File: src/design/tpml_pkg.sv
package tpml_pkg;

   // tree geometry
   localparam int NODE_W  = 10;
   localparam int NODES   = 1 << NODE_W;
   localparam int LEVELS  = 16;
   localparam int LVL_W   = (LEVELS > 1) ? $clog2(LEVELS) : 1;
   localparam int TBL_AW  = NODE_W + LVL_W;
   localparam int TBL_DEPTH = 1 << TBL_AW;

   // field widths
   localparam int W_W   = 30;
   localparam int DEP_W = 11;

   // special values
   localparam logic [W_W-1:0]   MIN_SENTINEL = 30'd1061109567;
   localparam logic [W_W-1:0]   NO_EDGE      = 30'd1000000000;
   localparam logic [DEP_W-1:0] DEPTH_NONE   = 11'd2047;
   localparam logic [DEP_W-1:0] DEPTH_ROOT   = 11'd0;

   // one lifting table entry: 2^k ancestor and minimum edge over those steps
   typedef struct packed {
      logic [NODE_W-1:0] anc;
      logic [W_W-1:0]    jmin;
   } entry_type;

   localparam int ENTRY_W = $bits(entry_type);

   // lifting table port controls
   typedef struct packed {
      logic              we;
      logic [TBL_AW-1:0] waddr;
      entry_type         wdata;
      logic [TBL_AW-1:0] ra;
      logic [TBL_AW-1:0] rb;
   } tbl_port_type;

   // depth memory port controls
   typedef struct packed {
      logic              we;
      logic [NODE_W-1:0] waddr;
      logic [DEP_W-1:0]  wdata;
      logic [NODE_W-1:0] ra;
      logic [NODE_W-1:0] rb;
   } dep_port_type;

   // finished query result toward the output register
   typedef struct packed {
      logic           valid;
      logic [W_W-1:0] path_min;
   } rsp_push_type;

endpackage

File: src/design/tpml_seq.sv
module tpml_seq (
   input  logic                       clock,
   input  logic                       reset,
   input  logic                       req_valid,
   input  logic                       req_mode,
   input  logic [tpml_pkg::NODE_W-1:0] req_node,
   input  logic [tpml_pkg::NODE_W-1:0] req_other_node,
   input  logic [tpml_pkg::W_W-1:0]   req_weight,
   output logic                       req_stall,
   input  logic                       out_free,
   output tpml_pkg::rsp_push_type     push,
   output tpml_pkg::tbl_port_type     tbl,
   input  tpml_pkg::entry_type        tbl_rd_a,
   input  tpml_pkg::entry_type        tbl_rd_b,
   output tpml_pkg::dep_port_type     dep,
   input  logic [tpml_pkg::DEP_W-1:0] dep_rd_a,
   input  logic [tpml_pkg::DEP_W-1:0] dep_rd_b
);
   import tpml_pkg::*;

   typedef enum logic [9:0] {
      S_CLR    = 10'b00_0000_0001,
      S_IDLE   = 10'b00_0000_0010,
      S_I_CHK  = 10'b00_0000_0100,
      S_I_LIFT = 10'b00_0000_1000,
      S_Q_SWAP = 10'b00_0001_0000,
      S_Q_UP_T = 10'b00_0010_0000,
      S_Q_UP_D = 10'b00_0100_0000,
      S_Q_CMN  = 10'b00_1000_0000,
      S_Q_FIN  = 10'b01_0000_0000,
      S_Q_OUT  = 10'b10_0000_0000
   } state_type;

   localparam logic [LVL_W-1:0]  LVL_TOP   = LVL_W'(LEVELS - 1);
   localparam logic [LVL_W-1:0]  LVL_ZERO  = '0;
   localparam logic [NODE_W-1:0] NODE_ZERO = '0;
   localparam logic [NODE_W-1:0] NODE_LAST = NODE_W'(NODES - 1);
   localparam entry_type         SENT_ENTRY = '{anc: NODE_ZERO, jmin: MIN_SENTINEL};

   function automatic logic [W_W-1:0] min_w(input logic [W_W-1:0] x, input logic [W_W-1:0] y);
      return (x < y) ? x : y;
   endfunction

   state_type         state_ff, state_in;
   logic [NODE_W-1:0] a_ff, a_in;
   logic [NODE_W-1:0] b_ff, b_in;
   logic [W_W-1:0]    w_ff, w_in;
   logic [LVL_W-1:0]  k_ff, k_in;
   logic [DEP_W-1:0]  db_ff, db_in;
   logic [W_W-1:0]    res_ff, res_in;
   logic [NODE_W-1:0] anc_ff, anc_in;
   logic [W_W-1:0]    cmin_ff, cmin_in;
   logic [NODE_W-1:0] clr_ff, clr_in;
   logic              rz_a_ff, rz_a_in;
   logic              rz_b_ff, rz_b_in;
   logic              fwd_hit_ff, fwd_hit_in;
   entry_type         fwd_data_ff, fwd_data_in;

   entry_type ta, tb;

   // node zero's rows read as the fixed sentinel entry; port a also forwards a same-cycle write
   always_comb begin
      if (rz_a_ff) begin
         ta = SENT_ENTRY;
      end else if (fwd_hit_ff) begin
         ta = fwd_data_ff;
      end else begin
         ta = tbl_rd_a;
      end
      tb = rz_b_ff ? SENT_ENTRY : tbl_rd_b;
   end

   // sequencer
   always_comb begin
      logic [DEP_W:0]    nd;
      logic [W_W-1:0]    m0;
      logic [W_W-1:0]    rnew;
      logic [NODE_W-1:0] anew;
      logic [NODE_W-1:0] bnew;
      logic              take;

      state_in  = state_ff;
      a_in      = a_ff;
      b_in      = b_ff;
      w_in      = w_ff;
      k_in      = k_ff;
      db_in     = db_ff;
      res_in    = res_ff;
      anc_in    = anc_ff;
      cmin_in   = cmin_ff;
      clr_in    = clr_ff;
      req_stall = 1'b1;
      push      = '{valid: 1'b0, path_min: res_ff};
      tbl       = '0;
      dep       = '0;
      nd        = '0;
      m0        = '0;
      rnew      = res_ff;
      anew      = a_ff;
      bnew      = b_ff;
      take      = 1'b0;

      unique case (state_ff)
         S_CLR: begin
            dep.we    = 1'b1;
            dep.waddr = clr_ff;
            dep.wdata = (clr_ff == NODE_ZERO) ? DEPTH_ROOT : DEPTH_NONE;
            clr_in    = clr_ff + NODE_W'(1);
            if (clr_ff == NODE_LAST) begin
               state_in = S_IDLE;
            end
         end

         S_IDLE: begin
            req_stall = 1'b0;
            dep.ra    = req_node;
            dep.rb    = req_other_node;
            if (req_valid) begin
               a_in     = req_node;
               b_in     = req_other_node;
               w_in     = req_weight;
               state_in = req_mode ? S_Q_SWAP : S_I_CHK;
            end
         end

         // insert: a is the new node, b its parent
         S_I_CHK: begin
            nd = {1'b0, dep_rd_b} + (DEP_W+1)'(1);
            if ({1'b0, dep_rd_a} <= nd) begin
               state_in = S_IDLE;
            end else begin
               m0          = (b_ff == NODE_ZERO) ? MIN_SENTINEL : w_ff;
               dep.we      = 1'b1;
               dep.waddr   = a_ff;
               dep.wdata   = nd[DEP_W-1:0];
               tbl.we      = 1'b1;
               tbl.waddr   = {a_ff, LVL_ZERO};
               tbl.wdata   = '{anc: b_ff, jmin: m0};
               tbl.ra      = {b_ff, LVL_ZERO};
               cmin_in     = m0;
               k_in        = LVL_W'(1);
               state_in    = (LEVELS == 1) ? S_IDLE : S_I_LIFT;
            end
         end

         S_I_LIFT: begin
            m0        = min_w(cmin_ff, ta.jmin);
            tbl.we    = 1'b1;
            tbl.waddr = {a_ff, k_ff};
            tbl.wdata = '{anc: ta.anc, jmin: m0};
            tbl.ra    = {ta.anc, k_ff};
            cmin_in   = m0;
            k_in      = k_ff + LVL_W'(1);
            if (k_ff == LVL_TOP) begin
               state_in = S_IDLE;
            end
         end

         // query: make a the deeper node
         S_Q_SWAP: begin
            if (dep_rd_a < dep_rd_b) begin
               anew  = b_ff;
               bnew  = a_ff;
               db_in = dep_rd_a;
            end else begin
               db_in = dep_rd_b;
            end
            a_in     = anew;
            b_in     = bnew;
            res_in   = NO_EDGE;
            k_in     = LVL_TOP;
            tbl.ra   = {anew, LVL_TOP};
            state_in = S_Q_UP_T;
         end

         S_Q_UP_T: begin
            anc_in   = ta.anc;
            cmin_in  = ta.jmin;
            dep.ra   = ta.anc;
            state_in = S_Q_UP_D;
         end

         S_Q_UP_D: begin
            take = (dep_rd_a >= db_ff);
            if (take) begin
               anew = anc_ff;
               rnew = min_w(res_ff, cmin_ff);
            end
            a_in   = anew;
            res_in = rnew;
            if (k_ff != LVL_ZERO) begin
               k_in     = k_ff - LVL_W'(1);
               tbl.ra   = {anew, k_ff - LVL_W'(1)};
               state_in = S_Q_UP_T;
            end else if (anew == b_ff) begin
               state_in = S_Q_OUT;
            end else begin
               k_in     = LVL_TOP;
               tbl.ra   = {anew, LVL_TOP};
               tbl.rb   = {b_ff, LVL_TOP};
               state_in = S_Q_CMN;
            end
         end

         S_Q_CMN: begin
            if (ta.anc != tb.anc) begin
               m0   = min_w(ta.jmin, tb.jmin);
               rnew = min_w(res_ff, m0);
               anew = ta.anc;
               bnew = tb.anc;
            end
            a_in   = anew;
            b_in   = bnew;
            res_in = rnew;
            if (k_ff != LVL_ZERO) begin
               k_in   = k_ff - LVL_W'(1);
               tbl.ra = {anew, k_ff - LVL_W'(1)};
               tbl.rb = {bnew, k_ff - LVL_W'(1)};
            end else begin
               tbl.ra   = {anew, LVL_ZERO};
               tbl.rb   = {bnew, LVL_ZERO};
               state_in = S_Q_FIN;
            end
         end

         S_Q_FIN: begin
            m0       = min_w(ta.jmin, tb.jmin);
            res_in   = min_w(res_ff, m0);
            state_in = S_Q_OUT;
         end

         S_Q_OUT: begin
            push.valid = 1'b1;
            if (out_free) begin
               state_in = S_IDLE;
            end
         end

         default: begin
            state_in = S_IDLE;
         end
      endcase

      rz_a_in     = (tbl.ra[TBL_AW-1 -: NODE_W] == NODE_ZERO);
      rz_b_in     = (tbl.rb[TBL_AW-1 -: NODE_W] == NODE_ZERO);
      fwd_hit_in  = tbl.we && (tbl.waddr == tbl.ra);
      fwd_data_in = tbl.wdata;
   end

   // control state
   always_ff @(posedge clock) begin
      if (reset) begin
         state_ff <= S_CLR;
         clr_ff   <= '0;
      end else begin
         state_ff <= state_in;
         clr_ff   <= clr_in;
      end
   end

   // working registers
   always_ff @(posedge clock) begin
      a_ff        <= a_in;
      b_ff        <= b_in;
      w_ff        <= w_in;
      k_ff        <= k_in;
      db_ff       <= db_in;
      res_ff      <= res_in;
      anc_ff      <= anc_in;
      cmin_ff     <= cmin_in;
      rz_a_ff     <= rz_a_in;
      rz_b_ff     <= rz_b_in;
      fwd_hit_ff  <= fwd_hit_in;
      fwd_data_ff <= fwd_data_in;
   end

endmodule

File: config.mk
export PLATFORM = sky130hd
export DESIGN_NAME = tpml_seq
export DESIGN_NICKNAME = d
export VERILOG_FILES = /design/src/design/tpml_pkg.sv /design/src/design/tpml_seq.sv
export SDC_FILE = /design/constraint.sdc
export NUM_CORES = 1
export LEC_CHECK = 0
export ABC_AREA = 1
export BUFFER_PORTS_ARGS = -buffer_cell sky130_fd_sc_hd__buf_2
export CORE_MARGIN = 10
export CORE_UTILIZATION = 30
export DETAILED_ROUTE_END_ITERATION = 10
export SETUP_SLACK_MARGIN = 0.1
export SYNTH_ARGS = -nofsm -noshare
export SYNTH_HDL_FRONTEND = slang
export SYNTH_SLANG_ARGS = --single-unit
export TNS_END_PERCENT = 1
File: constraint.sdc
create_clock -name clock -period 5.5 [get_ports clock]
set_clock_uncertainty 0.1 [all_clocks]
set_input_delay 0.275 -clock clock [delete_from_list [all_inputs] [get_ports clock]]
set_output_delay 0.275 -clock clock [all_outputs]
set_load 0.05 [all_outputs]
==> results of run 1 <==
[flip-flops by register name, summed over array words and instances (netlist names), 11 cells and up]
register,flops
fwd_data_ff,40
cmin_ff,30
res_ff,30
w_ff,30
db_ff,11
[power groups by stage]
stage	combinational [mW]	clock (mW)	sequential (mW)
2_1_floorplan	1.37	0	1.78
3_3_place_gp	1.90	0	1.81
3_5_place_dp	1.92	0	1.81
4_1_cts	1.94	1.37	1.78
5_1_grt	2.14	1.42	1.79
6_report	1.95	1.35	1.78
[final cells by class]
cell class,count,share of cell area (%)
Clock inverter,15,1.02
Clock buffer,17,2.31
Sequential cell,198,28.9
Tap cell,672,4.57
Inverter,259,5.31
Multi-Input combinational cell,1481,46.4
Timing Repair Buffer,372,11.4
Antenna cell,2,0.0272
[final timing paths]
check,from,to,slack (ns),depth (start not counted)
setup reg to reg,fwd_hit_ff$_DFF_P_,res_ff[2]$_DFFE_PP_,0.64,23
hold / removal,req_node[2],a_ff[2]$_DFFE_PP_,0.03,2
hold reg to reg,clr_ff[7]$_SDFFE_PP0N_,clr_ff[7]$_SDFFE_PP0N_,0.41,1
setup / recovery,fwd_hit_ff$_DFF_P_,tbl[52],0.54,18
[through the flow]
| stage | power (mW) | hold slack, ns | utilization (%) | setup slack (ns) |
|---|---|---|---|---|
| 3_3_place_gp | 3.71 | 0.352 | 34.9 | 0.820 |
| 3_5_place_dp | 3.73 | 0.355 | 34.9 | 0.693 |
| 6_report | 5.09 | 0.0253 | 36.7 | 0.538 |
| 2_1_floorplan | 3.15 | 0.274 | - | 0.439 |
| 5_1_grt | 5.35 | 0.0181 | 36.7 | 0.155 |
| 4_1_cts | 5.09 | 0.0127 | 36.7 | 0.585 |
[cells in the mapped netlist, types with 11 or more instances]
| master | count | area [µm²] |
|---|---|---|
| ha_1 | 154 | 1930 |
| o22ai_1 | 38 | 238 |
| xor2_1 | 11 | 96.3 |
| nand2_1 | 426 | 1600 |
| o211ai_1 | 55 | 413 |
| nand4_1 | 26 | 163 |
| o21ai_0 | 199 | 996 |
| a211oi_1 | 16 | 120 |
| o221ai_1 | 15 | 131 |
| nor3_1 | 29 | 145 |
| inv_1 | 244 | 916 |
| dfxtp_1 | 63 | 1260 |
| a21oi_1 | 128 | 641 |
| nor2_1 | 162 | 608 |
| inv_2 | 11 | 41.3 |
| nand2_2 | 25 | 156 |
| edfxtp_1 | 135 | 4050 |
| clkbuf_1 | 58 | 218 |
| nand3_1 | 108 | 541 |
[cell families after synthesis]
kind of cell               count (synthesis)
AOI/OAI and AO/OA                        491
xor gates and xnor gates                  14
adders and majority gates                154
buffers and inverters                    340
DFF                                      198
and+or+nand+nor                          822
[repair_timing]
| action | in CTS | in global routing |
|---|---|---|
| endpoints found under the hold margin | 31 | 0 |
| hold buffers | 31 | 0 |
| resized for setup | 0 | 0 |
[worst max-delay path, stage by stage, from the launching register on]
cell      delay [ns]
dfxtp_2         0.34
buf_4           0.31
nor2_1          0.09
nor3_1          0.47
inv_1           0.18
ha_1            0.33
a21oi_1         0.15
nor2_1          0.05
a211oi_1        0.18
o21ai_0         0.10
nand3_1         0.07
nand3_1         0.12
nand4_1         0.09
nand2_1         0.41
buf_4           0.44
a21oi_1         0.16
o21ai_0         0.13
nand2_1         0.18
buf_2           0.30
[per-layer routing]
| metal | track usage (%) | routed length [µm] | vias to the layer above |
|---|---|---|---|
| li1 | - | - | 7595 |
| met5 | 0 | 7 | - |
| met1 | 27.8 | 28100 | 7468 |
| met3 | 4.57 | 5610 | 98 |
| met4 | 7.78 | 2140 | 2 |
| met2 | 32.1 | 28700 | 699 |
==> flow_summary_export.csv, run 1 <==
group,metric,value,unit
timing,rsz0062_at_grt,"false",
finish,final_cell_mix,"425 x nand2_1, 313 x buf_2, 244 x inv_1",
placement,hpwl,52400,µm
logic_synthesis,synthCells,2019,
die,die_x,245,µm
finish,final_area,18400,µm²
timing,hold_viol,0,
worst_hold_path,min-delay-path-class,"in -> reg",
worst_setup_path,crit_fanout,38,
finish,drive_gt1_share,19.4,%
timing,worstMarginPinSlew,1.04,ns
clock_network,cts_sinks,198,
die,die_height,245,µm
worst_setup_path,crit_required,5.12,ns
timing,fin_crit,4.96,ns
placement,placed_cells,2951,
placement,place_congestion,1.03,
logic_synthesis,avgSynthCellArea,7.50,µm²
power_and_ir_drop,switchingPower,2.20,mW
power_and_ir_drop,total_leakage_power,9.08,nW
die,coreArea,50100,µm²
clock_network,htree_num_levels,4,
die,rows,82,
finish,nFillCells,5295,
routing,dr.pass1.iters,6,
power_and_ir_drop,vdd_drop_max,0.247,mV
power_and_ir_drop,netSwitchingFraction,43.3,%
finish,final_common_cell,"nand2_1",
worst_setup_path,crit_arrival,4.59,ns
routing,postRouteAntennaNets,0,
logic_synthesis,synth_fa_ha_area_share,12.7,%
routing,post_drt_wl_per_cell,21.4,µm
global_route,grt_max_degree,50,
finish,area_growth_syn_to_layout,21.4,%
routing,via_count,15862,
logic_synthesis,yosys.area_share.simple,23.6,%
logic_synthesis,synth-compound-area-share,18.8,%
timing,final_max_slew_viol_count,0,
finish,multiInputGateArea,8540,µm²
routing,routed_wl,64600,µm
power_and_ir_drop,combPwrFrac,38.4,%
logic_synthesis,synth-seq-area-share,35.1,%
logic_synthesis,ys.flop_type,"edfxtp_1",
power_and_ir_drop,power.internal,2.88,mW
finish,regArea,5320,µm²
timing,relSlewSlack,29.8,%
placement,port_buffers,313,
job,max_cap_viol_count,0,
global_route,grt_pass1_vias,15198,
die,num_io_pins,314,
global_route,grt_pass1_wl,96000,µm
worst_setup_path,end_kind,"output port",
logic_synthesis,synth_xor_area_share,0.809,%
finish,finalNetCount,2640,
worst_setup_path,worstSetupPathType,"reg -> out",
logic_synthesis,syn_area,15200,µm²
timing,fmax,202,MHz
logic_synthesis,synth.net_count,2330,
clock_network,post-cts-setup-buffer-count,0,
clock_network,cts_buffers,17,
routing,drc,0,
global_route,antenna_found_initial,3,
global_route,grt_overflow,0,
status,status,"finished, final reports clean",
logic_synthesis,yosys_warnings,0,
die,start_util,30.3,%
clock_network,path_clk_slew,0.08,ns
finish,finalNonFillerCells,3016,
routing,viasPerCell,5.26,
timing,period_share,90.2,%
logic_synthesis,synth_mux_area_share,0,%
die,die_area,59900,µm²
logic_synthesis,synth-seq-cells,198,
logic_synthesis,synth_cell_types,55,
power_and_ir_drop,clock_power_share,26.6,%
global_route,grt_usage,20.8,%
timing,setup_viol,0,
logic_synthesis,synthArstFlopShare,0,%
routing,drt_iter0_markers,1617,
placement,dpl-instance-area,17500,µm²
clock_network,clockBufferDepth,2,
power_and_ir_drop,seqPwrFrac,35.0,%
worst_setup_path,crit_path_start_kind,"flop",
timing,tns,0,ns
logic_synthesis,synth_top_family_by_area,"simple AND/OR/NAND/NOR gates",
clock_network,root_buffer,"clkbuf_16",
clock_network,clock_latency,0.47,ns
power_and_ir_drop,powerDensity,277,nW/µm²
clock_network,cts_tree,"built",
logic_synthesis,synth-edff-count,135,
Note: power is estimated with default switching activity, not from simulation.
==> run 2: changes to the inputs <==
- clock period: 5.5 -> 4.65 ns (I/O delays scaled with it)
==> run 2 against run 1 <==
  * Sequential cell count stayed put
  * Sequential power is 19% higher
  * Power is 19% higher
  * Count of clock-buffer cells in the layout stayed put
  * Final area is 2.6% higher
  * Clock power is 16% higher
  * Critical endpoint is now tbl[12]
  * Largest cell class unchanged
  * Largest power group unchanged
  * Highest routed layer unchanged
==> flow_summary_export.csv, run 2 (synthesis results as in run 1) <==
group,metric,value,unit
worst_setup_path,crit_path_start_kind,"input port",
finish,final_area,18900,µm²
finish,regArea,5320,µm²
die,die_height,245,µm
die,die_area,59900,µm²
routing,drc,0,
job,max_cap_viol_count,0,
power_and_ir_drop,combPwrFrac,39.5,%
finish,top_register,"fwd_data_ff",
worst_setup_path,crit_arrival,3.97,ns
clock_network,cts_tree,"built",
power_and_ir_drop,powerDensity,322,nW/µm²
worst_setup_path,worstSetupPathType,"in -> out",
clock_network,post-cts-setup-buffer-count,0,
global_route,grt_pass1_vias,15764,
power_and_ir_drop,total_leakage_power,9.29,nW
routing,postRouteAntennaNets,0,
finish,utilization,37.7,%
power_and_ir_drop,seqPwrFrac,34.7,%
timing,final_max_slew_viol_count,0,
global_route,grt_overflow,0,
clock_network,htree_num_levels,4,
worst_setup_path,crit_required,4.32,ns
timing,hold_viol,0,
finish,nFillCells,5343,
power_and_ir_drop,power.internal,3.41,mW
placement,place_congestion,0.982,
timing,period_share,92.5,%
finish,finalNetCount,2682,
routing,routed_wl,65500,µm
die,start_util,30.3,%
worst_setup_path,crit_fanout,15,
timing,rsz0062_at_grt,"false",
power_and_ir_drop,clock_power_share,25.8,%
placement,dp_slack,0.192,ns
routing,dr.pass1.iters,5,
power_and_ir_drop,switchingPower,2.65,mW
power_and_ir_drop,netSwitchingFraction,43.8,%
routing,viasPerCell,5.30,
status,status,"finished, final reports clean",
finish,multiInputGateArea,8630,µm²
worst_setup_path,end_kind,"output port",
die,coreArea,50100,µm²
finish,final_common_cell,"nand2_1",
global_route,antenna_found_initial,3,
timing,tns,0,ns
die,die_x,245,µm
finish,final_cell_mix,"423 x nand2_1, 313 x buf_2, 244 x inv_1",
finish,drive_gt1_share,20.7,%
clock_network,root_buffer,"clkbuf_16",
timing,setup_viol,0,
die,rows,82,
finish,largest_reg_flops,40,
power_and_ir_drop,vdd_drop_max,0.223,mV
die,num_io_pins,314,
finish,area_growth_syn_to_layout,24.5,%
clock_network,clock_latency,0.50,ns
worst_hold_path,min-delay-path-class,"in -> reg",
global_route,grt_max_degree,39,
timing,relSlewSlack,15.0,%
timing,fin_crit,4.30,ns
timing,worstMarginPinSlew,1.26,ns
routing,drt_iter0_markers,1609,
placement,dpl-instance-area,17700,µm²
timing,holdWs,0.0247,ns
global_route,grt_usage,21.2,%
routing,via_count,16208,
clock_network,clockBufferDepth,2,
placement,port_buffers,313,
global_route,grt_pass1_wl,96800,µm
timing,final.setup.worst_slack,0.349,ns
routing,post_drt_wl_per_cell,21.4,µm
placement,hpwl,52400,µm
clock_network,path_clk_slew,0.07,ns
timing,fmax,233,MHz
clock_network,cts_buffers,17,
clock_network,cts_sinks,198,
==> run 2: power groups by stage <==
| stage | Clock, mW | Sequential, mW | Combinational (mW) |
|---|---|---|---|
| floorplan | 0 | 2.11 | 1.62 |
| global placement | 0 | 2.14 | 2.29 |
| detailed placement | 0 | 2.14 | 2.31 |
| CTS | 1.59 | 2.10 | 2.36 |
| global route | 1.65 | 2.12 | 2.59 |
| finish | 1.56 | 2.11 | 2.39 |
==> run 2: critical path, cell delays in order <==
cell and delay (ns):
dlygate4sd3_1 0.53, buf_2 0.17, ha_1 0.33, nand2_2 0.11, inv_1 0.07, nand2_1 0.06, a21oi_1 0.05, nor2_1 0.25
nand2_2 0.28, nand2_1 0.23, nand2_1 0.09, nand2_1 0.06, nand2_1 0.08, nand3_1 0.16, nor2_4 0.08, nand2_1 0.07
nand2_2 0.27, o31ai_2 0.47, buf_2 0.35
==> run 2: final cells by class <==
cell class | instances | share of cell area, %
Clock buffer | 17 | 2.26
Inverter | 259 | 5.19
Multi-Input combinational cell | 1481 | 45.7
Antenna cell | 3 | 0.0398
Timing Repair Buffer | 414 | 13.3
Sequential cell | 198 | 28.2
Clock inverter | 15 | 0.836
Tap cell | 672 | 4.46
==> run 2: repair_timing <==
action,in CTS,in global routing
endpoints found under the setup margin,0,71
hold buffers,51,0
gates resized for setup,0,22
endpoints found under the hold margin,58,0
==> run 2: layer usage <==
metal / vias to the layer above / share of wire [%] / global-route usage, %
li1: 7678 / - / -
met4: 4 / 3.3 / 7.78
met1: 7583 / 44 / 28.2
met2: 823 / 44 / 32.5
met5: - / 0.037 / 0
met3: 120 / 9.5 / 5.46
==> run 2: final timing paths <==
| kind | slack [ns] | cells after the start | endpoint | start |
|---|---|---|---|---|
| hold / removal | 0.02 | 3 | db_ff[6]$_DFFE_PP_ | dep_rd_a[6] |
| setup reg to reg | 0.38 | 23 | res_ff[3]$_DFFE_PP_ | fwd_hit_ff$_DFF_P_ |
| setup / recovery | 0.35 | 19 | tbl[12] | dep_rd_a[10] |
| hold reg to reg | 0.40 | 1 | clr_ff[7]$_SDFFE_PP0N_ | clr_ff[7]$_SDFFE_PP0N_ |
==> run 2: per-stage QoR <==
stage / cells / power (mW)
after floorplan: 2019 / 3.73
after global placement: 2973 / 4.43
after detailed placement: 2973 / 4.46
after CTS: 3056 / 6.05
after global routing: 3057 / 6.36
final: 3059 / 6.06
