`config.mk`:
```
export PLATFORM = sky130hd
export DESIGN_NAME = tpml_ram
export DESIGN_NICKNAME = d
export VERILOG_FILES = /design/src/design/tpml_ram.sv
export SDC_FILE = /design/constraint.sdc
export NUM_CORES = 1
export LEC_CHECK = 0
export ABC_AREA = 1
export BUFFER_PORTS_ARGS = -buffer_cell sky130_fd_sc_hd__buf_2
export CAP_MARGIN = 20
export CORE_ASPECT_RATIO = 0.7
export CORE_MARGIN = 3
export CORE_UTILIZATION = 55
export DETAILED_ROUTE_END_ITERATION = 16
export PLACE_DENSITY = 0.76
export SYNTH_ARGS = -nofsm -noshare
export SYNTH_HDL_FRONTEND = slang
export SYNTH_SLANG_ARGS = --single-unit
```
`constraint.sdc`:
```
create_clock -name clock -period 0.9 [get_ports clock]
set_input_delay 0.045 -clock clock [delete_from_list [all_inputs] [get_ports clock]]
set_output_delay 0.045 -clock clock [all_outputs]
set_load 0.01 [all_outputs]
```
`src/design/tpml_ram.sv`:
```
module tpml_ram #(
   parameter int WIDTH = 8,
   parameter int DEPTH = 16
) (
   input  logic                     clock,
   input  logic                     we,
   input  logic [$clog2(DEPTH)-1:0] waddr,
   input  logic [WIDTH-1:0]         wdata,
   input  logic [$clog2(DEPTH)-1:0] raddr_a,
   input  logic [$clog2(DEPTH)-1:0] raddr_b,
   output logic [WIDTH-1:0]         rdata_a,
   output logic [WIDTH-1:0]         rdata_b
);

   logic [WIDTH-1:0] mem [DEPTH];

   // one write port, two registered read ports
   always_ff @(posedge clock) begin
      if (we) begin
         mem[waddr] <= wdata;
      end
      rdata_a <= mem[raddr_a];
      rdata_b <= mem[raddr_b];
   end

endmodule

```
==> metrics.txt, run 1 <==
# TYPE chip_impl_metric gauge
chip_impl_metric{name="hpwl",unit="µm"} 14000
chip_impl_metric{name="wirelength",unit="µm"} 21600
chip_impl_metric{name="max-vdd-ir-drop",unit="mV"} 2.10
chip_impl_metric{name="worst_hold_path.num_cells",unit=""} 1
chip_impl_metric{name="cts.sink_count",unit=""} 144
chip_impl_metric{name="power.switching_fraction",unit="%"} 24.8
chip_impl_metric{name="design.final.nets",unit=""} 946
chip_impl_metric{name="number_of_global_route_vias_before_repair",unit=""} 5868
chip_impl_metric{name="firstDrtPassIters",unit=""} 6
chip_impl_metric{name="dieHeight",unit="µm"} 102
chip_impl_metric{name="grt_first_pass_wirelength",unit="µm"} 32500
chip_impl_metric{name="finalInstanceArea",unit="mm²"} 0.00908
chip_impl_metric{name="slew_violations",unit=""} 0
chip_impl_metric{name="number_of_endpoints_with_negative_hold_slack_in_the_final_report",unit=""} 0
chip_impl_metric{name="detail_route.iter0.violations",unit=""} 1040
chip_impl_metric{name="initial_antenna_violation_count",unit=""} 0
chip_impl_metric{name="clk_latency_worst_skew_pair",unit="ns"} 0.43
chip_impl_metric{name="average_cell_area_after_synthesis",unit="µm²"} 8.53
chip_impl_metric{name="ioPinCount",unit=""} 38
chip_impl_metric{name="post-route-period-util",unit="%"} 110
chip_impl_metric{name="dpl-instance-area",unit="mm²"} 0.00801
chip_impl_metric{name="max_clock_freq",unit="GHz"} 1.01
chip_impl_metric{name="via_per_inst",unit=""} 5.79
chip_impl_metric{name="htree_levels",unit=""} 4
chip_impl_metric{name="syn_area",unit="mm²"} 0.00726
chip_impl_metric{name="final_weighted_congestion_in_routability_driven_placement",unit=""} 0.914
chip_impl_metric{name="clkPwrFrac",unit="%"} 42.7
chip_impl_metric{name="min_period",unit="ns"} 0.993
chip_impl_metric{name="fin_skew",unit="ns"} 0.00869
chip_impl_metric{name="postSynthCellCount",unit=""} 851
chip_impl_metric{name="share_comb_of_total_power",unit="%"} 11.9
chip_impl_info{name="cp-start-kind",value="register"} 1
chip_impl_metric{name="power.leakage",unit="µW"} 0.00406
chip_impl_metric{name="power_density",unit="mW/mm²"} 1840
chip_impl_metric{name="cts_buffers",unit=""} 17
chip_impl_metric{name="drive_gt1_share",unit="%"} 32.0
chip_impl_metric{name="p_int",unit="µW"} 12600
chip_impl_metric{name="relSlewSlack",unit="%"} 63.4
chip_impl_info{name="clock_tree.root_cell",value="sky130_fd_sc_hd__clkbuf_16"} 1
chip_impl_metric{name="pwr-share-seq",unit="%"} 45.4
chip_impl_metric{name="number_of_antenna_cells_inserted",unit=""} 0
chip_impl_metric{name="max_cap_violations",unit=""} 0
chip_impl_info{name="worstHoldPathType",value="in2reg"} 1
chip_impl_metric{name="synth_nets",unit=""} 873
chip_impl_metric{name="area_of_the_core_region",unit="mm²"} 0.0127
chip_impl_metric{name="clk_path_buf_depth",unit=""} 2
chip_impl_metric{name="avgRoutedWirePerCell",unit="µm"} 19.6
chip_impl_metric{name="dieWidth",unit="µm"} 143
chip_impl_metric{name="final_core_utilization",unit="%"} 71.6
chip_impl_info{name="critPathCaptureType",value="register"} 1
chip_impl_metric{name="ctsHoldBuffers",unit=""} 0
chip_impl_metric{name="gr-total-overflow",unit=""} 0
chip_impl_metric{name="drt.antenna.violating_nets",unit=""} 0
chip_impl_metric{name="total_switching_power",unit="µW"} 4140
chip_impl_metric{name="initial_utilization",unit="%"} 57.3
chip_impl_metric{name="grt.total_usage",unit="%"} 30.0
chip_impl_info{name="run_status",value="finished, violations left"} 1
chip_impl_metric{name="largest_net_degree_at_the_start_of_global_routing",unit=""} 35
chip_impl_metric{name="reg2regPathDepth",unit=""} 6
chip_impl_info{name="rsz0062_at_grt",value="yes"} 1
chip_impl_metric{name="synthToLayoutAreaGrowth",unit="%"} 25.0
chip_impl_metric{name="number_of_different_library_cells_in_the_post_synthesis_netlist",unit=""} 13
chip_impl_info{name="setup.worst_path.class",value="reg2reg"} 1
chip_impl_metric{name="detail_route.drc_violations",unit=""} 0
chip_impl_info{name="violations",value="setup timing"} 1
chip_impl_metric{name="tightestPinTransition",unit="ns"} 0.549
chip_impl_metric{name="nFillCells",unit=""} 924
chip_impl_metric{name="dr_total_vias",unit=""} 6365
chip_impl_metric{name="setup_viol",unit=""} 25
chip_impl_metric{name="die-area",unit="mm²"} 0.0146
chip_impl_metric{name="worst_setup_hold_path_clk_slew",unit="ns"} 0.06
chip_impl_metric{name="ys_ff_latch",unit=""} 144
chip_impl_metric{name="critPathArrivalTime",unit="ns"} 1.29
chip_impl_metric{name="worstPathMaxFanout",unit=""} 2
chip_impl_metric{name="timing.final.ws_setup",unit="ns"} -0.0926
chip_impl_info{name="cts_tree",value="built"} 1
chip_impl_metric{name="cp_data_required_time",unit="ns"} 1.20
chip_impl_metric{name="ys.warnings.count",unit=""} 0
chip_impl_metric{name="number_of_buffer_cells_added_on_primary_ports",unit=""} 37
chip_impl_metric{name="floorplan.rows",unit=""} 34
chip_impl_metric{name="synth-seq-area-share",unit="%"} 57.4
==> cell type report <==
class	instances	area (µm²)	share of cell area, %
Multi-Input combinational cell	521	2650	29.2
Tap cell	162	203	2.23
Clock buffer	18	429	4.73
Inverter	138	518	5.71
Clock inverter	14	165	1.82
Sequential cell	144	4180	46.0
Timing Repair Buffer	102	936	10.3
==> Yosys cell counts <==
cell / number / area (µm²)
sky130_fd_sc_hd__nand2_1: 277 / 1040
sky130_fd_sc_hd__buf_1: 1 / 3.75
sky130_fd_sc_hd__edfxtp_1: 128 / 3840
sky130_fd_sc_hd__dfxtp_1: 16 / 320
sky130_fd_sc_hd__buf_6: 14 / 158
sky130_fd_sc_hd__inv_1: 134 / 503
sky130_fd_sc_hd__nand3b_1: 2 / 15.0
sky130_fd_sc_hd__buf_4: 4 / 30.0
sky130_fd_sc_hd__nor2_1: 17 / 63.8
sky130_fd_sc_hd__clkbuf_1: 3 / 11.3
sky130_fd_sc_hd__buf_2: 26 / 130
sky130_fd_sc_hd__inv_2: 4 / 15.0
sky130_fd_sc_hd__nand3_1: 225 / 1130
==> sequential cells by signal, summed over array words and instances, names as in the netlist <==
| signal | count |
|---|---|
| mem | 128 |
| rdata_a | 8 |
| rdata_b | 8 |
==> worst max-delay path, stage by stage (launching register included) <==
cell and delay, ns:
sky130_fd_sc_hd__edfxtp_1 0.37, sky130_fd_sc_hd__inv_2 0.07, sky130_fd_sc_hd__nand2_1 0.07, sky130_fd_sc_hd__nand3_2 0.11, sky130_fd_sc_hd__nand3_2 0.10, sky130_fd_sc_hd__nand3_2 0.08, sky130_fd_sc_hd__nand2_1 0.07
==> per-stage QoR <==
step                      setup slack [ns]  power, µW  TNS (ns)  std cells  hold WS, ns
final                              -0.0926      16700     -1.18       1099       0.0323
after global routing                -0.152      17200     -2.32       1099       0.0306
after CTS                          -0.0718      16600     -1.06       1099       0.0164
after detailed placement            -0.211       9360    -21.82       1067        0.444
after global placement              -0.193       9340    -20.00       1067        0.438
after floorplan                    -0.0958       8650     -7.64        851        0.144
==> worst paths after layout <==
path                                           start             endpoint  slack (ns)
worst min-delay path                        wdata[4]  mem[6][4]$_DFFE_PP_        0.03
worst min register to register  mem[10][1]$_DFFE_PP_   rdata_a[1]$_DFF_P_        0.70
worst max-delay path            mem[11][2]$_DFFE_PP_   rdata_b[2]$_DFF_P_       -0.09
worst max register to register  mem[11][2]$_DFFE_PP_   rdata_b[2]$_DFF_P_       -0.09
==> layer usage <==
metal	GRT usage, %	share of wire [%]
met2	40.8	41
met1	44.9	41
met4	10.4	2.6
met5	0	0
met3	10.1	16
==> layout by cell type, fill, tap and decap left out, drive strengths merged <==
cell type,netlist,layout
clkinvlp,0,4
buf,45,102
edfxtp,128,128
nand3,225,225
nand2,277,277
clkbuf,3,18
nand3b,2,2
clkinv,0,6
dfxtp,16,16
inv,138,139
nor2,17,17
bufinv,0,3
==> logic make-up after synthesis <==
family / share of synthesized area [%]
simple gates: 30.9
flops: 57.4
buf+inv: 11.7
==> timing repair <==
item	4_1_cts	5_1_grt
endpoints found under the setup margin	32	32
endpoints found under the hold margin	0	0
setup buffers	0	0
pin swaps	46	30
gates resized for setup	78	93
==> power by group through the flow <==
stage               clock, µW  sequential [µW]  combinational [µW]
finish                   7140             7590                1990
global route             7450             7600                2120
CTS                      7200             7570                1800
detailed placement          0             7690                1670
global placement            0             7680                1660
floorplan                   0             7700                 946
No activity file was read; power rests on OpenSTA's default activity.
==> run 2: changes to the inputs <==
--- a/config.mk
+++ b/config.mk
@@ -5,7 +5,6 @@
 export SDC_FILE = /design/constraint.sdc
 export NUM_CORES = 1
 export LEC_CHECK = 0
-export ABC_AREA = 1
 export BUFFER_PORTS_ARGS = -buffer_cell sky130_fd_sc_hd__buf_2
 export CAP_MARGIN = 20
 export CORE_ASPECT_RATIO = 0.7
==> run 2 against run 1 <==
Against the previous run: the flow still finishes with violations (setup timing); worst setup slack got worse by 0.43 ns; clock power increased by 5.0%; global-route usage down 5.7 points; power down 0.44%; count of clock-buffer cells in the layout increased by 2; register-to-register slack worse by 0.43 ns; core utilization is 1.7 points higher; combinational power decreased by 23%; sequential power about the same; critical path type unchanged.
==> metrics.txt, run 2 <==
# TYPE chip_impl_metric gauge
chip_impl_metric{name="grt.total_usage",unit="%"} 24.2
chip_impl_metric{name="grt_first_pass_wirelength",unit="µm"} 21700
chip_impl_metric{name="die-area",unit="mm²"} 0.0129
chip_impl_metric{name="via_per_inst",unit=""} 6.33
chip_impl_metric{name="final_core_utilization",unit="%"} 73.3
chip_impl_metric{name="worstPathMaxFanout",unit=""} 2
chip_impl_metric{name="synth-seq-area-share",unit="%"} 65.6
chip_impl_metric{name="power_density",unit="mW/mm²"} 2040
chip_impl_metric{name="dieHeight",unit="µm"} 95.9
chip_impl_metric{name="finalHoldWorstSlack",unit="ns"} 0.0135
chip_impl_metric{name="number_of_global_route_vias_before_repair",unit=""} 3674
chip_impl_info{name="largest_register_by_flop_count",value="mem"} 1
chip_impl_metric{name="htree_levels",unit=""} 4
chip_impl_metric{name="timing.final.ws_setup",unit="ns"} -0.521
chip_impl_metric{name="largest_net_degree_at_the_start_of_global_routing",unit=""} 28
chip_impl_metric{name="clk_latency_worst_skew_pair",unit="ns"} 0.42
chip_impl_metric{name="floorplan.rows",unit=""} 32
chip_impl_metric{name="max_cap_violations",unit=""} 0
chip_impl_metric{name="gr-total-overflow",unit=""} 0
chip_impl_metric{name="tightestPinTransition",unit="ns"} 1.13
chip_impl_metric{name="number_of_flops_mapped_to_enable_cells_by_yosys",unit=""} 128
chip_impl_metric{name="postSynthCellCount",unit=""} 307
chip_impl_metric{name="dieWidth",unit="µm"} 134
chip_impl_metric{name="post-route-period-util",unit="%"} 158
chip_impl_info{name="synth_common_cells",value="128 x sky130_fd_sc_hd__edfxtp_1, 34 x sky130_fd_sc_hd__mux4_2, 32 x sky130_fd_sc_hd__a22oi_1"} 1
chip_impl_info{name="setup.worst_path.class",value="reg2reg"} 1
chip_impl_info{name="run_status",value="finished, violations left"} 1
chip_impl_metric{name="cp_data_required_time",unit="ns"} 1.20
chip_impl_info{name="cts_tree",value="built"} 1
chip_impl_info{name="crit_slowest_cell",value="sky130_fd_sc_hd__mux4_4"} 1
chip_impl_info{name="synth_top_flop_cell",value="sky130_fd_sc_hd__edfxtp_1"} 1
chip_impl_info{name="worstHoldPathType",value="in2reg"} 1
chip_impl_metric{name="ys_ff_latch",unit=""} 144
chip_impl_info{name="violations",value="setup timing"} 1
chip_impl_info{name="mostFrequentLayoutCell",value="sky130_fd_sc_hd__edfxtp_1"} 1
chip_impl_info{name="yosysMostFrequentCell",value="sky130_fd_sc_hd__edfxtp_1"} 1
chip_impl_metric{name="fin_skew",unit="ns"} 0.0144
chip_impl_metric{name="synth_nets",unit=""} 329
chip_impl_metric{name="min_period",unit="ns"} 1.42
chip_impl_metric{name="detail_route.drc_violations",unit=""} 0
chip_impl_metric{name="hpwl",unit="µm"} 9560
chip_impl_metric{name="number_of_endpoints_with_negative_hold_slack_in_the_final_report",unit=""} 0
chip_impl_metric{name="critPathArrivalTime",unit="ns"} 1.72
chip_impl_info{name="clock_tree.root_cell",value="sky130_fd_sc_hd__clkbuf_16"} 1
chip_impl_metric{name="clk_path_buf_depth",unit=""} 2
chip_impl_metric{name="finalSetupTns",unit="ns"} -6.64
chip_impl_metric{name="initial_utilization",unit="%"} 57.0
chip_impl_info{name="cells_taking_the_most_area_after_synthesis",value="sky130_fd_sc_hd__edfxtp_1 61%, sky130_fd_sc_hd__mux4_2 12%, sky130_fd_sc_hd__mux4_1 12%, sky130_fd_sc_hd__dfxtp_1 5.0%, sky130_fd_sc_hd__a22oi_1 3.8%"} 1
chip_impl_metric{name="largest_register_ffs",unit=""} 128
chip_impl_metric{name="firstDrtPassIters",unit=""} 5
chip_impl_metric{name="drive_gt1_share",unit="%"} 56.5
chip_impl_metric{name="final_weighted_congestion_in_routability_driven_placement",unit=""} 0.820
chip_impl_info{name="rsz0062_at_grt",value="yes"} 1
chip_impl_metric{name="detail_route.iter0.violations",unit=""} 491
chip_impl_metric{name="max_stage_delay",unit="ns"} 0.63
chip_impl_metric{name="yosysTopAreaCellShare",unit="%"} 60.6
chip_impl_metric{name="cts_buffers",unit=""} 17
chip_impl_metric{name="area_of_the_core_region",unit="mm²"} 0.0111
chip_impl_metric{name="max-vdd-ir-drop",unit="mV"} 1.53
chip_impl_info{name="cp-start-kind",value="register"} 1
chip_impl_metric{name="max_clock_freq",unit="GHz"} 0.704
chip_impl_metric{name="dr_total_vias",unit=""} 3555
chip_impl_info{name="layout_common_cells",value="128 x sky130_fd_sc_hd__edfxtp_1, 61 x sky130_fd_sc_hd__mux4_2, 27 x sky130_fd_sc_hd__buf_4, 26 x sky130_fd_sc_hd__buf_12, 25 x sky130_fd_sc_hd__buf_2"} 1
chip_impl_info{name="cp_cell_sequence",value="mux4_4 -> a22oi_2 -> nand2_1"} 1
chip_impl_metric{name="relSlewSlack",unit="%"} 24.7
chip_impl_metric{name="syn_area",unit="mm²"} 0.00635
chip_impl_metric{name="design.final.nets",unit=""} 419
chip_impl_metric{name="avgRoutedWirePerCell",unit="µm"} 26.0
chip_impl_metric{name="cts.sink_count",unit=""} 144
chip_impl_metric{name="wirelength",unit="µm"} 14600
chip_impl_metric{name="drt.antenna.violating_nets",unit=""} 0
chip_impl_metric{name="ys.warnings.count",unit=""} 0
chip_impl_info{name="critPathCaptureType",value="register"} 1
chip_impl_metric{name="number_of_buffer_cells_added_on_primary_ports",unit=""} 37
chip_impl_metric{name="number_of_antenna_cells_inserted",unit=""} 0
chip_impl_metric{name="power.leakage",unit="µW"} 0.00275
chip_impl_metric{name="cp_num_buf_inv",unit=""} 0
chip_impl_info{name="largest_registers",value="mem: 128 flops, rdata_a: 8 flops, rdata_b: 8 flops"} 1
chip_impl_metric{name="slew_violations",unit=""} 0
chip_impl_info{name="cp_top_family",value="multiplexers"} 1
chip_impl_metric{name="number_of_different_library_cells_in_the_post_synthesis_netlist",unit=""} 20
chip_impl_metric{name="reg2reg_setup_slack",unit="ns"} -0.52
chip_impl_metric{name="initial_antenna_violation_count",unit=""} 0
chip_impl_metric{name="average_cell_area_after_synthesis",unit="µm²"} 20.7
chip_impl_metric{name="setup_viol",unit=""} 22
chip_impl_info{name="yosys.area.top_type",value="sky130_fd_sc_hd__edfxtp_1"} 1
chip_impl_metric{name="ioPinCount",unit=""} 38
chip_impl_metric{name="synthToLayoutAreaGrowth",unit="%"} 28.5
chip_impl_metric{name="worst_setup_hold_path_clk_slew",unit="ns"} 0.06
chip_impl_metric{name="synthArstFlopShare",unit="%"} 0
run 2: cell families (layout without fill, tap and decap cells):
kind of cell / after synthesis / after routing / synth area share [%]
simple gates: 47 / 47 / 3.43
mux: 64 / 64 / 24.4
buf+inv: 20 / 122 / 2.72
compound gates: 32 / 32 / 3.79
flops: 144 / 144 / 65.6
run 2: timing repair:
action,in CTS,in global routing
hold endpoints to repair,12,0
gates resized for setup,36,12
pin swaps,6,5
hold buffers,1,0
buffers inserted,0,0
endpoints found under the setup margin,29,40
run 2: layout make-up:
cell class	count	area [µm²]
Clock buffer	20	447
Clock inverter	11	188
Fill cell	670	2980
Multi-Input combinational cell	143	2160
Sequential cell	144	4180
Tap cell	153	191
Timing Repair Buffer	91	993
run 2: where the power goes:
| part | switching (µW) | internal, µW |
|---|---|---|
| Clock | 2540 | 4950 |
| Combinational | 740 | 796 |
| Sequential | 108 | 7500 |
run 2: metrics by stage:
step | total power, µW | setup WS (ns) | std cells | instance area (µm²)
final | 16600 | -0.521 | 562 | 8150
after global routing | 17100 | -0.567 | 562 | 8150
after CTS | 16700 | -0.526 | 562 | 8110
after detailed placement | 9090 | -0.568 | 530 | 7330
after global placement | 9050 | -0.557 | 530 | 7330
after floorplan | 8470 | -0.384 | 307 | 6420
run 2: worst paths after layout:
| check | from | to | depth (start not counted) |
|---|---|---|---|
| worst max-delay path | mem[3][0]$_DFFE_PP_ | rdata_a[0]$_DFF_P_ | 3 |
| worst min-delay path | wdata[0] | mem[4][0]$_DFFE_PP_ | 1 |
| worst max register to register | mem[3][0]$_DFFE_PP_ | rdata_a[0]$_DFF_P_ | 3 |
| worst min register to register | mem[13][6]$_DFFE_PP_ | rdata_a[6]$_DFF_P_ | 3 |
run 2: per-layer routing:
| metal | global-route usage [%] | share of wire (%) |
|---|---|---|
| met2 | 39.8 | 51 |
| met4 | 9.49 | 2.2 |
| met1 | 32.4 | 39 |
| met3 | 5.38 | 7.1 |
| met5 | 0 | 0 |
run 2: worst reg2reg max path: stages, from the launching register on:
cell and delay [ns]:
sky130_fd_sc_hd__edfxtp_1 0.41, sky130_fd_sc_hd__mux4_4 0.63, sky130_fd_sc_hd__a22oi_2 0.19, sky130_fd_sc_hd__nand2_1 0.07
==> run 3: changes to the inputs <==
--- a/config.mk
+++ b/config.mk
@@ -7,11 +7,13 @@
 export LEC_CHECK = 0
 export BUFFER_PORTS_ARGS = -buffer_cell sky130_fd_sc_hd__buf_2
 export CAP_MARGIN = 20
+export CELL_PAD_IN_SITES_DETAIL_PLACEMENT = 2
+export CELL_PAD_IN_SITES_GLOBAL_PLACEMENT = 2
 export CORE_ASPECT_RATIO = 0.7
 export CORE_MARGIN = 3
-export CORE_UTILIZATION = 55
+export CORE_UTILIZATION = 43
 export DETAILED_ROUTE_END_ITERATION = 16
-export PLACE_DENSITY = 0.76
+export PLACE_DENSITY_LB_ADDON = 0.1
 export SYNTH_ARGS = -nofsm -noshare
 export SYNTH_HDL_FRONTEND = slang
 export SYNTH_SLANG_ARGS = --single-unit
==> run 3 against run 2 <==
Against the previous run: the run still ends with setup timing left; clock skew shrank 0.0022 ns; die area up 26%; flip-flop and latch count unchanged; first-iteration DRC count is 21% lower; non-clock buffer count decreased by 2; core utilization fell by 15 points; critical path type unchanged; worst hold slack worse by 0.0044 ns; cell count grew 6.4%.
==> metrics.txt, run 3 (synthesized netlist as in run 2, its figures left out) <==
# TYPE chip_impl_metric gauge
chip_impl_metric{name="cts.sink_count",unit=""} 144
chip_impl_metric{name="detail_route.drc_violations",unit=""} 0
chip_impl_metric{name="dieWidth",unit="µm"} 151
chip_impl_metric{name="timing.final.ws_setup",unit="ns"} -0.555
chip_impl_metric{name="power.leakage",unit="µW"} 0.00278
chip_impl_metric{name="cp_data_required_time",unit="ns"} 1.20
chip_impl_metric{name="clk_path_buf_depth",unit=""} 2
chip_impl_info{name="run_status",value="finished, violations left"} 1
chip_impl_metric{name="drt.antenna.violating_nets",unit=""} 0
chip_impl_metric{name="floorplan.rows",unit=""} 36
chip_impl_info{name="cp-start-kind",value="register"} 1
chip_impl_metric{name="ioPinCount",unit=""} 38
chip_impl_metric{name="report.power.total",unit="µW"} 17600
chip_impl_metric{name="number_of_buffer_cells_added_on_primary_ports",unit=""} 37
chip_impl_info{name="setup.worst_path.class",value="reg2reg"} 1
chip_impl_metric{name="power_density",unit="mW/mm²"} 2130
chip_impl_metric{name="grt_first_pass_wirelength",unit="µm"} 27200
chip_impl_metric{name="cts_buffers",unit=""} 17
chip_impl_info{name="worstHoldPathType",value="in2reg"} 1
chip_impl_metric{name="gr-total-overflow",unit=""} 0
chip_impl_info{name="clock_tree.root_cell",value="sky130_fd_sc_hd__clkbuf_16"} 1
chip_impl_metric{name="initial_antenna_violation_count",unit=""} 0
chip_impl_metric{name="post-route-period-util",unit="%"} 162
chip_impl_metric{name="detail_route.iter0.violations",unit=""} 389
chip_impl_metric{name="setup_viol",unit=""} 23
chip_impl_metric{name="reg2regPathDepth",unit=""} 3
chip_impl_metric{name="min_period",unit="ns"} 1.45
chip_impl_metric{name="dieHeight",unit="µm"} 108
chip_impl_metric{name="number_of_antenna_cells_inserted",unit=""} 0
chip_impl_info{name="cts_tree",value="built"} 1
chip_impl_metric{name="max_clock_freq",unit="GHz"} 0.687
chip_impl_metric{name="finalSetupTns",unit="ns"} -7.16
chip_impl_metric{name="final_core_utilization",unit="%"} 58.3
chip_impl_metric{name="critPathArrivalTime",unit="ns"} 1.75
chip_impl_metric{name="avgRoutedWirePerCell",unit="µm"} 30.5
chip_impl_info{name="critPathCaptureType",value="register"} 1
chip_impl_metric{name="hpwl",unit="µm"} 12000
chip_impl_metric{name="wirelength",unit="µm"} 18200
chip_impl_metric{name="worst_hold_path.num_cells",unit=""} 1
chip_impl_info{name="layout_common_cells",value="128 x sky130_fd_sc_hd__edfxtp_1, 60 x sky130_fd_sc_hd__mux4_2, 26 x sky130_fd_sc_hd__buf_12, 25 x sky130_fd_sc_hd__a22oi_2, 25 x sky130_fd_sc_hd__buf_4"} 1
chip_impl_metric{name="htree_levels",unit=""} 4
chip_impl_metric{name="area_of_the_core_region",unit="mm²"} 0.0142
chip_impl_metric{name="post_cts_buffers",unit=""} 0
chip_impl_info{name="violations",value="setup timing"} 1
chip_impl_metric{name="synthToLayoutAreaGrowth",unit="%"} 30.4
chip_impl_metric{name="finish.cell_count_without_fillers",unit=""} 598
chip_impl_metric{name="die-area",unit="mm²"} 0.0163
chip_impl_metric{name="post-place-cells",unit=""} 565
chip_impl_info{name="mostFrequentLayoutCell",value="sky130_fd_sc_hd__edfxtp_1"} 1
chip_impl_metric{name="number_of_global_route_vias_before_repair",unit=""} 4124
chip_impl_metric{name="clk_latency_worst_skew_pair",unit="ns"} 0.42
chip_impl_metric{name="design.final.nets",unit=""} 417
chip_impl_metric{name="grt.total_usage",unit="%"} 24.3
chip_impl_metric{name="max_cap_violations",unit=""} 0
chip_impl_info{name="largest_registers",value="mem: 128 flops, rdata_a: 8 flops, rdata_b: 8 flops"} 1
chip_impl_metric{name="drive_gt1_share",unit="%"} 57.8
chip_impl_info{name="largest_register_by_flop_count",value="mem"} 1
chip_impl_metric{name="slew_violations",unit=""} 0
chip_impl_metric{name="largest_net_degree_at_the_start_of_global_routing",unit=""} 22
chip_impl_metric{name="preCtsSetupSlack",unit="ns"} -0.599
chip_impl_metric{name="max-vdd-ir-drop",unit="mV"} 1.14
chip_impl_info{name="rsz0062_at_grt",value="yes"} 1
chip_impl_metric{name="worstPathMaxFanout",unit=""} 2
chip_impl_metric{name="initial_utilization",unit="%"} 44.7
chip_impl_metric{name="dr_total_vias",unit=""} 3605
chip_impl_metric{name="tightestPinTransition",unit="ns"} 1.27
chip_impl_metric{name="largest_register_ffs",unit=""} 128
chip_impl_metric{name="firstDrtPassIters",unit=""} 5
chip_impl_metric{name="number_of_endpoints_with_negative_hold_slack_in_the_final_report",unit=""} 0
chip_impl_metric{name="relSlewSlack",unit="%"} 14.8
chip_impl_metric{name="worst_setup_hold_path_clk_slew",unit="ns"} 0.06
chip_impl_metric{name="via_per_inst",unit=""} 6.03
chip_impl_metric{name="final_weighted_congestion_in_routability_driven_placement",unit=""} 0.714
chip_impl_metric{name="fin_skew",unit="ns"} 0.0122
## run 3: changes by cell type in the layout (fill, tap and decap cells not counted), sizes merged
cell	delta
clkinv	-3
buf	-2
bufinv	+2
clkbuf	+1
clkinvlp	+1
## run 3: final cells by class
| class | instances | area [µm²] |
|---|---|---|
| Timing Repair Buffer | 89 | 985 |
| Sequential cell | 144 | 4180 |
| Clock buffer | 21 | 460 |
| Fill cell | 1148 | 5910 |
| Tap cell | 190 | 238 |
| Clock inverter | 11 | 235 |
| Multi-Input combinational cell | 143 | 2180 |
## run 3: per-layer routing
layer | vias to the layer above | routed length (µm) | share of wire, % | track usage [%]
met2 | 141 | 9230 | 51 | 40.0
met5 | - | 0 | 0 | 0
li1 | 1492 | - | - | -
met4 | 0 | 427 | 2.3 | 6.99
met3 | 32 | 1070 | 5.9 | 5.51
met1 | 1940 | 7510 | 41 | 32.5
## run 3: power by group
part           leakage, µW  total [µW]  switching [µW]  internal [µW]
Combinational      0.00115        1600             798            804
Sequential         0.00129        7620             120           7500
Clock             0.000333        8370            2750           5620
## run 3: repair_timing
action	in CTS	in global routing
setup endpoints to repair	35	32
resized for setup	34	20
pin swaps	3	6
hold buffers	1	0
hold endpoints to repair	9	0
## run 3: worst paths after layout
kind | start | endpoint | slack, ns
worst max register to register | mem[0][7]$_DFFE_PP_ | rdata_b[7]$_DFF_P_ | -0.55
worst min-delay path | wdata[5] | mem[6][5]$_DFFE_PP_ | 0.009
worst min register to register | mem[14][5]$_DFFE_PP_ | rdata_a[5]$_DFF_P_ | 0.72
worst max-delay path | mem[0][7]$_DFFE_PP_ | rdata_b[7]$_DFF_P_ | -0.55
## run 3: critical path, cell delays in order, from the launching register on
cell,delay [ns]
sky130_fd_sc_hd__edfxtp_1,0.39
sky130_fd_sc_hd__mux4_4,0.63
sky130_fd_sc_hd__a22oi_2,0.21
sky130_fd_sc_hd__nand2_1,0.09
## run 3: through the flow
step                      hold slack, ns  area (µm²)
after floorplan                    0.144        6420
after global placement             0.425        7360
after detailed placement           0.441        7360
after CTS                        0.00135        8210
after global routing              0.0124        8280
final                            0.00909        8280
